`src/rtl/astar_pkg.sv`:
```
`default_nettype none
package astar_pkg;
	localparam int NODES = 16;
	localparam int NODE_BITS = 4;
	localparam int COORD_BITS = 8;
	localparam int COST_BITS = 24;
	localparam int MAX_OUT = 16;
	localparam logic [COST_BITS-1:0] COST_MAX = '1;
	localparam int SQ_BITS = 2 * COORD_BITS + 2 + 16;
	localparam int ROOT_BITS = (SQ_BITS + 1) / 2;

	typedef enum logic [1:0] {
		REQ_CLEAR = 2'd0,
		REQ_COORD = 2'd1,
		REQ_EDGE  = 2'd2,
		REQ_SEARCH = 2'd3
	} req_t;

	typedef enum logic [3:0] {
		ST_IDLE,
		ST_CHECK,
		ST_NB,
		ST_DIST_G,
		ST_DIST_H,
		ST_FIND,
		ST_SORT,
		ST_TRACE,
		ST_EMIT,
		ST_NOPATH
	} state_t;

	typedef struct packed {
		logic [NODE_BITS-1:0] node;
		logic [COST_BITS-1:0] cost;
		logic no_path;
		logic last_item;
	} out_t;
endpackage
`default_nettype wire

```
`src/rtl/astar_if.sv`:
```
`default_nettype none
interface astar_req_if;
	logic valid;
	logic ready;
	logic [1:0] req_type;
	logic [3:0] node_a;
	logic [3:0] node_b;
	logic [7:0] coord_x;
	logic [7:0] coord_y;
	modport source(output valid, req_type, node_a, node_b, coord_x, coord_y, input ready);
	modport sink(input valid, req_type, node_a, node_b, coord_x, coord_y, output ready);
endinterface

interface astar_res_if;
	logic valid;
	logic ready;
	logic [3:0] path_node;
	logic [23:0] total_cost;
	logic no_path;
	logic last_item;
	modport source(output valid, path_node, total_cost, no_path, last_item, input ready);
	modport sink(input valid, path_node, total_cost, no_path, last_item, output ready);
endinterface
`default_nettype wire

```
`src/rtl/a_star_shortest_path_core.sv`:
```
// channel  | dir | fields
// req      | in  | req_type node_a node_b coord_x coord_y
// res      | out | path_node total_cost no_path last_item
// Clear, coordinate and edge items are taken in the idle state; a search runs on a
// sequencer with one shared distance unit, one list slot moved per cycle in the sort,
// and one trace step per result. Reset clears the graph at once.
// The result register holds while res.ready is low; no item is taken meanwhile.
`default_nettype none
module a_star_shortest_path_core
	import astar_pkg::*;
(
	input wire logic clk,
	input wire logic arst_n,
	astar_req_if.sink req,
	astar_res_if.source res
);
	logic [COORD_BITS-1:0] nx_q [NODES];
	logic [COORD_BITS-1:0] ny_q [NODES];
	logic [NODES-1:0] adj_q [NODES];
	logic [NODE_BITS-1:0] on_q [NODES];
	logic [COST_BITS-1:0] oc_q [NODES];
	logic [COST_BITS-1:0] oh_q [NODES];
	logic [NODE_BITS-1:0] ov_q [NODES];
	logic [NODES-1:0] vis_q;
	logic [NODE_BITS:0] cnt_q, set_q, idx_q, j_q;
	logic [NODE_BITS-1:0] start_q, goal_q, cur_q, nb_q, trn_q;
	logic [COST_BITS-1:0] curg_q, g_q, total_q;
	logic [4:0] k_q;
	logic dstart_q;
	state_t st_q, st_d;
	out_t out_q;
	logic out_v_q;
	logic out_load;

	logic dbusy;
	logic [COST_BITS-1:0] dist_val;
	logic [NODE_BITS-1:0] da, db;
	assign da = (st_q == ST_DIST_H) ? nb_q : cur_q;
	assign db = (st_q == ST_DIST_H) ? goal_q : nb_q;
	astar_dist u_dist (
		.clk(clk), .arst_n(arst_n), .start(dstart_q),
		.xa(nx_q[da]), .ya(ny_q[da]), .xb(nx_q[db]), .yb(ny_q[db]),
		.busy(dbusy), .dist_out(dist_val)
	);

	logic [COST_BITS:0] gsum;
	assign gsum = {1'b0, curg_q} + {1'b0, dist_val};
	logic [COST_BITS:0] key_p, key_j;
	logic [NODE_BITS-1:0] jl, jp;
	assign jl = j_q[NODE_BITS-1:0];
	assign jp = jl - 1'b1;
	assign key_p = {1'b0, oc_q[jp]} + {1'b0, oh_q[jp]};
	assign key_j = {1'b0, oc_q[jl]} + {1'b0, oh_q[jl]};
	logic [NODE_BITS-1:0] il;
	assign il = idx_q[NODE_BITS-1:0];
	logic [NODE_BITS-1:0] sl;
	assign sl = set_q[NODE_BITS-1:0];

	assign out_load = (st_q == ST_EMIT || st_q == ST_NOPATH) && (!out_v_q || res.ready);

	always_ff @(posedge clk or negedge arst_n) begin
		if (!arst_n) st_q <= ST_IDLE;
		else st_q <= st_d;
	end

	always_comb begin
		st_d = st_q;
		case (st_q)
			ST_IDLE: if (req.valid && req.ready && req.req_type == REQ_SEARCH) st_d = ST_CHECK;
			ST_CHECK: begin
				if (set_q >= cnt_q) st_d = ST_NOPATH;
				else if (on_q[sl] == goal_q) st_d = ST_TRACE;
				else st_d = ST_NB;
			end
			ST_NB: begin
				if (nb_q == NODE_BITS'(NODES - 1) && !(adj_q[cur_q][nb_q] && !vis_q[nb_q]))
					st_d = ST_CHECK;
				else if (adj_q[cur_q][nb_q] && !vis_q[nb_q]) st_d = ST_DIST_G;
			end
			ST_DIST_G: if (!dstart_q && !dbusy) st_d = ST_DIST_H;
			ST_DIST_H: if (!dstart_q && !dbusy) st_d = ST_FIND;
			ST_FIND: if (idx_q >= cnt_q || on_q[il] == nb_q) st_d = ST_SORT;
			ST_SORT: if (idx_q >= cnt_q) begin
				st_d = (nb_q == NODE_BITS'(NODES - 1)) ? ST_CHECK : ST_NB;
			end
			ST_TRACE: if (!out_v_q || res.ready) begin
				if (idx_q >= cnt_q || on_q[il] == trn_q) st_d = ST_EMIT;
			end
			ST_EMIT: if (!out_v_q || res.ready) begin
				if (trn_q == start_q || idx_q >= cnt_q || k_q == 5'(MAX_OUT - 1))
					st_d = ST_IDLE;
				else st_d = ST_TRACE;
			end
			ST_NOPATH: if (!out_v_q || res.ready) st_d = ST_IDLE;
			default: st_d = ST_IDLE;
		endcase
	end

	assign req.ready = (st_q == ST_IDLE) && !out_v_q;

	always_ff @(posedge clk or negedge arst_n) begin
		if (!arst_n) begin
			for (int i = 0; i < NODES; i++) begin
				nx_q[i] <= '0;
				ny_q[i] <= '0;
				adj_q[i] <= '0;
			end
			vis_q <= '0;
			cnt_q <= '0;
			set_q <= '0;
			out_v_q <= 1'b0;
			dstart_q <= 1'b0;
		end else begin
			dstart_q <= (st_q == ST_NB && adj_q[cur_q][nb_q] && !vis_q[nb_q])
				|| (st_q == ST_DIST_G && !dstart_q && !dbusy);
			out_v_q <= out_load || (out_v_q && !res.ready);
			case (st_q)
				ST_IDLE: if (req.valid && req.ready) begin
					case (req_t'(req.req_type))
						REQ_CLEAR: begin
							for (int i = 0; i < NODES; i++) begin
								nx_q[i] <= '0;
								ny_q[i] <= '0;
								adj_q[i] <= '0;
							end
							vis_q <= '0;
							cnt_q <= '0;
							set_q <= '0;
						end
						REQ_COORD: begin
							nx_q[req.node_a] <= req.coord_x;
							ny_q[req.node_a] <= req.coord_y;
						end
						REQ_EDGE: if (req.node_a != req.node_b) begin
							adj_q[req.node_a][req.node_b] <= 1'b1;
							adj_q[req.node_b][req.node_a] <= 1'b1;
						end
						default: begin
							start_q <= req.node_a;
							goal_q <= req.node_b;
							vis_q <= '0;
							on_q[0] <= req.node_a;
							oc_q[0] <= '0;
							oh_q[0] <= '0;
							ov_q[0] <= req.node_a;
							cnt_q <= 5'd1;
							set_q <= '0;
							k_q <= '0;
						end
					endcase
				end
				ST_CHECK: begin
					if (set_q < cnt_q && on_q[sl] != goal_q) begin
						cur_q <= on_q[sl];
						curg_q <= oc_q[sl];
						vis_q[on_q[sl]] <= 1'b1;
						set_q <= set_q + 1'b1;
						nb_q <= '0;
					end else if (set_q < cnt_q) begin
						total_q <= oc_q[sl];
						trn_q <= goal_q;
						idx_q <= '0;
					end
				end
				ST_NB: if (!(adj_q[cur_q][nb_q] && !vis_q[nb_q])
						&& nb_q != NODE_BITS'(NODES - 1))
					nb_q <= nb_q + 1'b1;
				ST_DIST_G: if (!dstart_q && !dbusy)
					g_q <= gsum[COST_BITS] ? COST_MAX : gsum[COST_BITS-1:0];
				ST_DIST_H: if (!dstart_q && !dbusy) idx_q <= '0;
				ST_FIND: begin
					if (idx_q < cnt_q && on_q[il] == nb_q) begin
						if (idx_q >= set_q && g_q <= oc_q[il]) begin
							oc_q[il] <= g_q;
							oh_q[il] <= dist_val;
							ov_q[il] <= cur_q;
						end
						idx_q <= set_q + 1'b1;
						j_q <= set_q + 1'b1;
					end else if (idx_q >= cnt_q) begin
						if (cnt_q < 5'(NODES)) begin
							on_q[cnt_q[NODE_BITS-1:0]] <= nb_q;
							oc_q[cnt_q[NODE_BITS-1:0]] <= g_q;
							oh_q[cnt_q[NODE_BITS-1:0]] <= dist_val;
							ov_q[cnt_q[NODE_BITS-1:0]] <= cur_q;
							cnt_q <= cnt_q + 1'b1;
						end
						idx_q <= set_q + 1'b1;
						j_q <= set_q + 1'b1;
					end else idx_q <= idx_q + 1'b1;
				end
				ST_SORT: begin
					if (idx_q < cnt_q) begin
						if (j_q > set_q && key_p > key_j) begin
							on_q[jp] <= on_q[jl]; on_q[jl] <= on_q[jp];
							oc_q[jp] <= oc_q[jl]; oc_q[jl] <= oc_q[jp];
							oh_q[jp] <= oh_q[jl]; oh_q[jl] <= oh_q[jp];
							ov_q[jp] <= ov_q[jl]; ov_q[jl] <= ov_q[jp];
							j_q <= j_q - 1'b1;
						end else begin
							idx_q <= idx_q + 1'b1;
							j_q <= idx_q + 1'b1;
						end
					end else if (nb_q != NODE_BITS'(NODES - 1)) nb_q <= nb_q + 1'b1;
				end
				ST_TRACE: if (!out_v_q || res.ready) begin
					if (!(idx_q >= cnt_q || on_q[il] == trn_q)) idx_q <= idx_q + 1'b1;
				end
				ST_EMIT: if (!out_v_q || res.ready) begin
					out_q.node <= trn_q;
					out_q.cost <= total_q;
					out_q.no_path <= 1'b0;
					out_q.last_item <= (trn_q == start_q || idx_q >= cnt_q
						|| k_q == 5'(MAX_OUT - 1));
					k_q <= k_q + 1'b1;
					trn_q <= ov_q[il];
					idx_q <= '0;
				end
				ST_NOPATH: if (!out_v_q || res.ready) begin
					out_q.node <= '0;
					out_q.cost <= '0;
					out_q.no_path <= 1'b1;
					out_q.last_item <= 1'b1;
				end
				default: ;
			endcase
		end
	end

	assign res.valid = out_v_q;
	assign res.path_node = out_q.node;
	assign res.total_cost = out_q.cost;
	assign res.no_path = out_q.no_path;
	assign res.last_item = out_q.last_item;

	a_cnt: assert property (@(posedge clk) disable iff (!arst_n) cnt_q <= 5'(NODES))
		else $error("open count overflow");
	a_set: assert property (@(posedge clk) disable iff (!arst_n)
		st_q == ST_NB |-> set_q <= cnt_q) else $error("settled beyond list");
	a_rdy: assert property (@(posedge clk) disable iff (!arst_n)
		req.ready |-> st_q == ST_IDLE) else $error("ready while busy");
endmodule
`default_nettype wire

```
`src/rtl/astar_dist.sv`:
```
`default_nettype none
module astar_dist
	import astar_pkg::*;
(
	input wire logic clk,
	input wire logic arst_n,
	input wire logic start,
	input wire logic [COORD_BITS-1:0] xa,
	input wire logic [COORD_BITS-1:0] ya,
	input wire logic [COORD_BITS-1:0] xb,
	input wire logic [COORD_BITS-1:0] yb,
	output logic busy,
	output logic [COST_BITS-1:0] dist_out
);
	// one root bit per cycle after the setup that squares the deltas and then sums them
	localparam int CNT_BITS = $clog2(ROOT_BITS + 3);
	logic [COORD_BITS-1:0] dx_q, dy_q;
	logic [2*COORD_BITS-1:0] rem_q;
	logic [ROOT_BITS-1:0] root_q;
	logic [CNT_BITS-1:0] cnt_q;
	logic [1:0] phase_q;
	logic [2*COORD_BITS-1:0] sq_q;

	logic [SQ_BITS-1:0] val_q;
	logic [SQ_BITS+1:0] part_q;
	logic [SQ_BITS+1:0] cand;
	logic [SQ_BITS+1:0] nrem;
	always_comb begin
		nrem = {part_q[SQ_BITS-1:0], val_q[SQ_BITS-1 -: 2]};
		cand = (SQ_BITS+2)'({root_q, 2'b01});
	end

	always_ff @(posedge clk or negedge arst_n) begin
		if (!arst_n) begin
			phase_q <= 2'd0;
			cnt_q <= '0;
		end else if (start) begin
			phase_q <= 2'd1;
			cnt_q <= '0;
		end else if (phase_q == 2'd1) begin
			phase_q <= 2'd2;
		end else if (phase_q == 2'd2) begin
			phase_q <= 2'd3;
		end else if (phase_q == 2'd3) begin
			if (cnt_q == CNT_BITS'(ROOT_BITS - 1))
				phase_q <= 2'd0;
			cnt_q <= cnt_q + 1'b1;
		end
	end

	always_ff @(posedge clk) begin
		if (start) begin
			dx_q <= (xa > xb) ? xa - xb : xb - xa;
			dy_q <= (ya > yb) ? ya - yb : yb - ya;
		end else if (phase_q == 2'd1) begin
			sq_q <= dx_q * dx_q;
			rem_q <= dy_q * dy_q;
		end else if (phase_q == 2'd2) begin
			val_q <= (SQ_BITS'(sq_q) + SQ_BITS'(rem_q)) << 16;
			part_q <= '0;
			root_q <= '0;
		end else if (phase_q == 2'd3) begin
			val_q <= val_q << 2;
			if (nrem >= cand) begin
				part_q <= nrem - cand;
				root_q <= {root_q[ROOT_BITS-2:0], 1'b1};
			end else begin
				part_q <= nrem;
				root_q <= {root_q[ROOT_BITS-2:0], 1'b0};
			end
		end
	end

	assign busy = start || phase_q != 2'd0;
	assign dist_out = (ROOT_BITS > COST_BITS && |(root_q >> COST_BITS)) ? COST_MAX
		: COST_BITS'(root_q);
endmodule
`default_nettype wire

```
`src/flat_wrapper.sv`:
```
// flat-port wrapper written by rule: the top's interface ports become plain ports
module a_star_shortest_path_core_flat import astar_pkg::*;
  (clk, arst_n, req_valid, req_req_type, req_node_a, req_node_b, req_coord_x, req_coord_y, req_ready, res_valid, res_path_node, res_total_cost, res_no_path, res_last_item, res_ready);
  astar_req_if req_i ();
  astar_res_if res_i ();
  input wire logic clk;
  input wire logic arst_n;
  input wire logic [$bits(req_i.valid)-1:0] req_valid;
  input wire logic [$bits(req_i.req_type)-1:0] req_req_type;
  input wire logic [$bits(req_i.node_a)-1:0] req_node_a;
  input wire logic [$bits(req_i.node_b)-1:0] req_node_b;
  input wire logic [$bits(req_i.coord_x)-1:0] req_coord_x;
  input wire logic [$bits(req_i.coord_y)-1:0] req_coord_y;
  output wire logic [$bits(req_i.ready)-1:0] req_ready;
  output wire logic [$bits(res_i.valid)-1:0] res_valid;
  output wire logic [$bits(res_i.path_node)-1:0] res_path_node;
  output wire logic [$bits(res_i.total_cost)-1:0] res_total_cost;
  output wire logic [$bits(res_i.no_path)-1:0] res_no_path;
  output wire logic [$bits(res_i.last_item)-1:0] res_last_item;
  input wire logic [$bits(res_i.ready)-1:0] res_ready;
  assign req_i.valid = req_valid;
  assign req_i.req_type = req_req_type;
  assign req_i.node_a = req_node_a;
  assign req_i.node_b = req_node_b;
  assign req_i.coord_x = req_coord_x;
  assign req_i.coord_y = req_coord_y;
  assign req_ready = req_i.ready;
  assign res_valid = res_i.valid;
  assign res_path_node = res_i.path_node;
  assign res_total_cost = res_i.total_cost;
  assign res_no_path = res_i.no_path;
  assign res_last_item = res_i.last_item;
  assign res_i.ready = res_ready;
  a_star_shortest_path_core u_core (.clk(clk), .arst_n(arst_n), .req(req_i), .res(res_i));
endmodule
```
`config.mk`:
```
export PLATFORM = sky130hd
export DESIGN_NAME = a_star_shortest_path_core_flat
export DESIGN_NICKNAME = d
export VERILOG_FILES = /design/src/rtl/astar_pkg.sv /design/src/rtl/astar_if.sv /design/src/rtl/a_star_shortest_path_core.sv /design/src/rtl/astar_dist.sv /design/src/flat_wrapper.sv
export SDC_FILE = /design/constraint.sdc
export NUM_CORES = 2
export LEC_CHECK = 0
export BUFFER_PORTS_ARGS = -buffer_cell sky130_fd_sc_hd__buf_2
export CORE_ASPECT_RATIO = 1.1
export CORE_UTILIZATION = 45
export CTS_BUF_LIST = sky130_fd_sc_hd__clkbuf_4 sky130_fd_sc_hd__clkbuf_8 sky130_fd_sc_hd__clkbuf_16
export DETAILED_ROUTE_END_ITERATION = 7
export SLEW_MARGIN = 20
export SYNTH_ARGS = -nofsm -noshare
export SYNTH_HDL_FRONTEND = slang
export SYNTH_SLANG_ARGS = --single-unit
```
`constraint.sdc`:
```
create_clock -name clk -period 27.7 [get_ports clk]
set_clock_uncertainty 0.15 [all_clocks]
set_input_delay 5.54 -clock clk [delete_from_list [all_inputs] [get_ports clk]]
set_output_delay 5.54 -clock clk [all_outputs]
set_load 0.02 [all_outputs]
```
==> metrics.md <==
| Metric | Value |
|---|---|
| Status | completed |
| Syn Area/Cell | 12.31 µm² |
| Worst rel slew slack | 0.1889 |
| Slowest stage delay, CP | 0.88 ns |
| Core Footprint | 0.2339 mm² |
| Placed Cells | 11,232 |
| Die area | 0.2378 mm² |
| CTS Sinks | 1,707 |
| Synthesized flop and latch total | 1,707 |
| Async S/R FF share, synth | 0.3228 |
| Final setup fails | 0 |
| Top cells by area, synth | edfxtp_1 32%, mux4_2 22%, dfrtp_1 13%, mux2i_1 4.9%, a21oi_1 4.1% |
| Crit path setup slack, layout | 13.80 ns |
| Final TNS setup | 0 ns |
| Kind of critical path | flip-flop to flip-flop |
| Largest net degree at the start of global routing | 175 |
| Synth top area share | 0.3248 |
| Reg2reg path depth | 33 |
| Max-slew violations | 0 |
| P&R area growth vs syn | 9.523% |
| CTS root buf | clkbuf_16 |
| DR pass1 iterations | 8 |
| TritonCTS clock tree | done |
| Worst Hold Depth | 2 |
| RSZ-0062 raised after global routing | false |
| Post-synth top flop | edfxtp_1 |
| Tcrit/Tclk final | 0.5017 |
| Starting Density | 0.4538 |
| Nature of the critical path endpoint | flip-flop |
| Utilization after layout | 0.4970 |
| PwrDens | 98.44 mW/mm² |
| Clock latency on the worst-skew pair | 0.88 ns |
| Max Fclk | 71.96 MHz |
| Number of synthesized flops with an enable pin | 1,148 |
| CP Max Fanout | 56 |
| Post-CTS Setup Inserts | 0 |
| Vias | 76,409 |
| Post-synth top cells | 1,148 x edfxtp_1, 1,029 x mux4_2, 874 x a21oi_1 |
| Pin slew with the least headroom to its limit | 1.217 ns |
| DP Area | 0.1096 mm² |
| IO Pins | 62 |
| Clock transition at the registers of the reported paths | 0.06 ns |
| Lkg Pwr | 44.62 nW |
| Routed WL | 344,500 µm |
| Die height | 511.3 µm |
| Finished Layout Cells | 11,598 |
| Synth unique cells | 85 |
| Initial antenna violation count | 13 |
| Synth area leader | edfxtp_1 |
| Final ANT Viol Nets | 0 |
| Ys Warns | 0 |
| Crit-path slowest cell | buf_4 |
| Tot GR Track Use | 0.2869 |
| Buffers on Ports | 61 |
| CTS buffer count | 195 |
| Wire per inst | 29.70 µm |
| Resized cells post-CTS | 0 |
| Final Critical Period | 13.90 ns |
| Synthesized area | 0.1061 mm² |
| DP HPWL | 213,100 µm |
| Final Wtd Congestion | 0.9117 |
| DRC violations left | 0 |
| Hold crit path type | flip-flop to flip-flop |
| Cell mode on critical path | buf_4 |
| Hold bufs inserted after CTS | 0 |
| Final hold vios | 0 |
| Design area | 0.1162 mm² |
| CP required | 28.04 ns |
| Register area | 0.04846 mm² |
| Die width | 465.0 µm |
| Register area share after synthesis | 0.4563 |
| FP Rows | 186 |
| Synthesized instance count | 8,623 |
| Top-count cell post-synth | edfxtp_1 |
| Layout cells sized above 1 | 0.2099 |
| Vias in the first global route | 76,380 |
| Fill cells | 20,295 |
| Global-route wire length before repair | 508,800 µm |
| R2r setup slk | 13.80 ns |
| Max IR drop VDD | 0.09796 mV |
| Area taken by multi-input logic gates | 0.05374 mm² |
| WP data arrival | 14.24 ns |
| Grt ovf | 0 |
| Max-cap check violation count | 0 |
| Initial DRC Count | 9,610 |
| Final net count | 8,692 |
| CTS max path bufs | 3 |
| Pre-CTS setup slack | 14.17 ns |
| H-Tree Depth | 4 |
| Via/cell ratio | 6.588 |
| Startpoint Class | flip-flop |
sequential cells by signal, indices dropped and copies added, names as in the netlist, 15 cells and up, named ones only:
| name | count |
|---|---|
| u_core.oc_q | 384 |
| u_core.curg_q | 24 |
| u_core.u_dist.val_q | 18 |
| u_core.on_q | 64 |
| u_core.u_dist.root_q | 17 |
| u_core.u_dist.rem_q | 15 |
| u_core.oh_q | 384 |
| u_core.ny_q | 128 |
| u_core.g_q | 24 |
| u_core.total_q | 24 |
| u_core.vis_q | 16 |
| u_core.res.total_cost | 24 |
| u_core.adj_q | 256 |
| u_core.u_dist.part_q | 34 |
| u_core.u_dist.sq_q | 15 |
| u_core.nx_q | 128 |
| u_core.ov_q | 64 |
worst paths after layout:
kind,startpoint,endpoint
max in group asynchronous,arst_n,u_core.nx_q[48]
max,u_core.j_q[0],u_core.oc_q[1][18]
max reg2reg,u_core.j_q[0],u_core.oc_q[1][18]
min,u_core.adj_q[90],u_core.adj_q[90]
min reg2reg,u_core.adj_q[90],u_core.adj_q[90]
min in group asynchronous,arst_n,u_core.adj_q[15]
kinds of logic (layout without fill, tap and decap cells):
| group | after synthesis | in the layout | synth area share |
|---|---|---|---|
| buf+inv | 1210 | 1075 | 0.04369 |
| fa+ha+maj | 335 | 335 | 0.04360 |
| compound gates | 1741 | 1741 | 0.09487 |
| other cells | 1 | 9 | 0.00003534 |
| mux | 1586 | 1586 | 0.2713 |
| simple gates | 1860 | 1860 | 0.07511 |
| flops | 1707 | 1707 | 0.4563 |
| xor+xnor | 183 | 183 | 0.01510 |
metal layers:
layer,GRT usage,wire [µm],vias to the layer above
met4,0.1238,15430,10
met3,0.06747,37700,874
met2,0.4587,163000,4617
met5,0,61,-
li1,-,-,32001
met1,0.3730,128300,38907
worst max-delay path, delay by kind of cell, from the launching register on:
kind	cells	cell delay (ns)
DFF	1	0.44
AOI/OAI and AO/OA	10	2.19
and+or+nand+nor	10	3.53
muxes	1	0.40
xor gates and xnor gates	1	0.15
buffers and inverters	8	4.90
adders and majority gates	3	1.52
cell type report:
class                           count  share of cell area
Clock inverter                    105             0.01011
Multi-Input combinational cell   5707              0.4623
Timing Repair Buffer              227             0.01453
Clock buffer                      254             0.04678
Tap cell                         3102             0.03339
Inverter                          489             0.01580
Sequential cell                  1707              0.4169
Antenna cell                        7           0.0001507
power breakdown:
| part | internal (mW) | switching [mW] |
|---|---|---|
| Sequential | 3.28 | 0.398 |
| Combinational | 2.20 | 2.88 |
| Clock | 1.56 | 1.12 |
placed cells by master (no fill, tap or decap), types with 21 or more instances in the layout:
master	netlist	layout
nand2_1	701	696
o21bai_1	21	21
mux2_2	29	29
a21oi_1	874	873
mux2i_1	523	515
nand3_1	137	122
a21o_1	52	52
edfxtp_1	1148	1148
a22oi_2	41	41
xor2_1	65	63
clkbuf_4	0	46
and3_1	22	21
mux4_2	1029	1029
nor2b_1	80	79
clkinv_2	0	30
inv_1	489	488
o21ai_1	71	54
clkbuf_16	0	198
buf_4	6	155
clkinv_1	0	31
xnor2_1	118	116
a22oi_1	126	126
nor2_1	692	677
nand2b_1	35	35
and2_1	43	43
nor3_1	49	38
ha_1	277	275
fa_1	58	58
dfrtp_1	551	548
o21ai_0	394	394
nand4_1	29	29
buf_2	58	60
through the flow:
stage	power, mW	hold slack, ns
3_3_place_gp	8.676	0.3214
5_1_grt	12.09	0.3676
3_5_place_dp	8.775	0.3303
4_1_cts	11.47	0.3442
6_report	11.44	0.3414
2_1_floorplan	7.299	0.3049
Power figures use the tool's default switching activity.
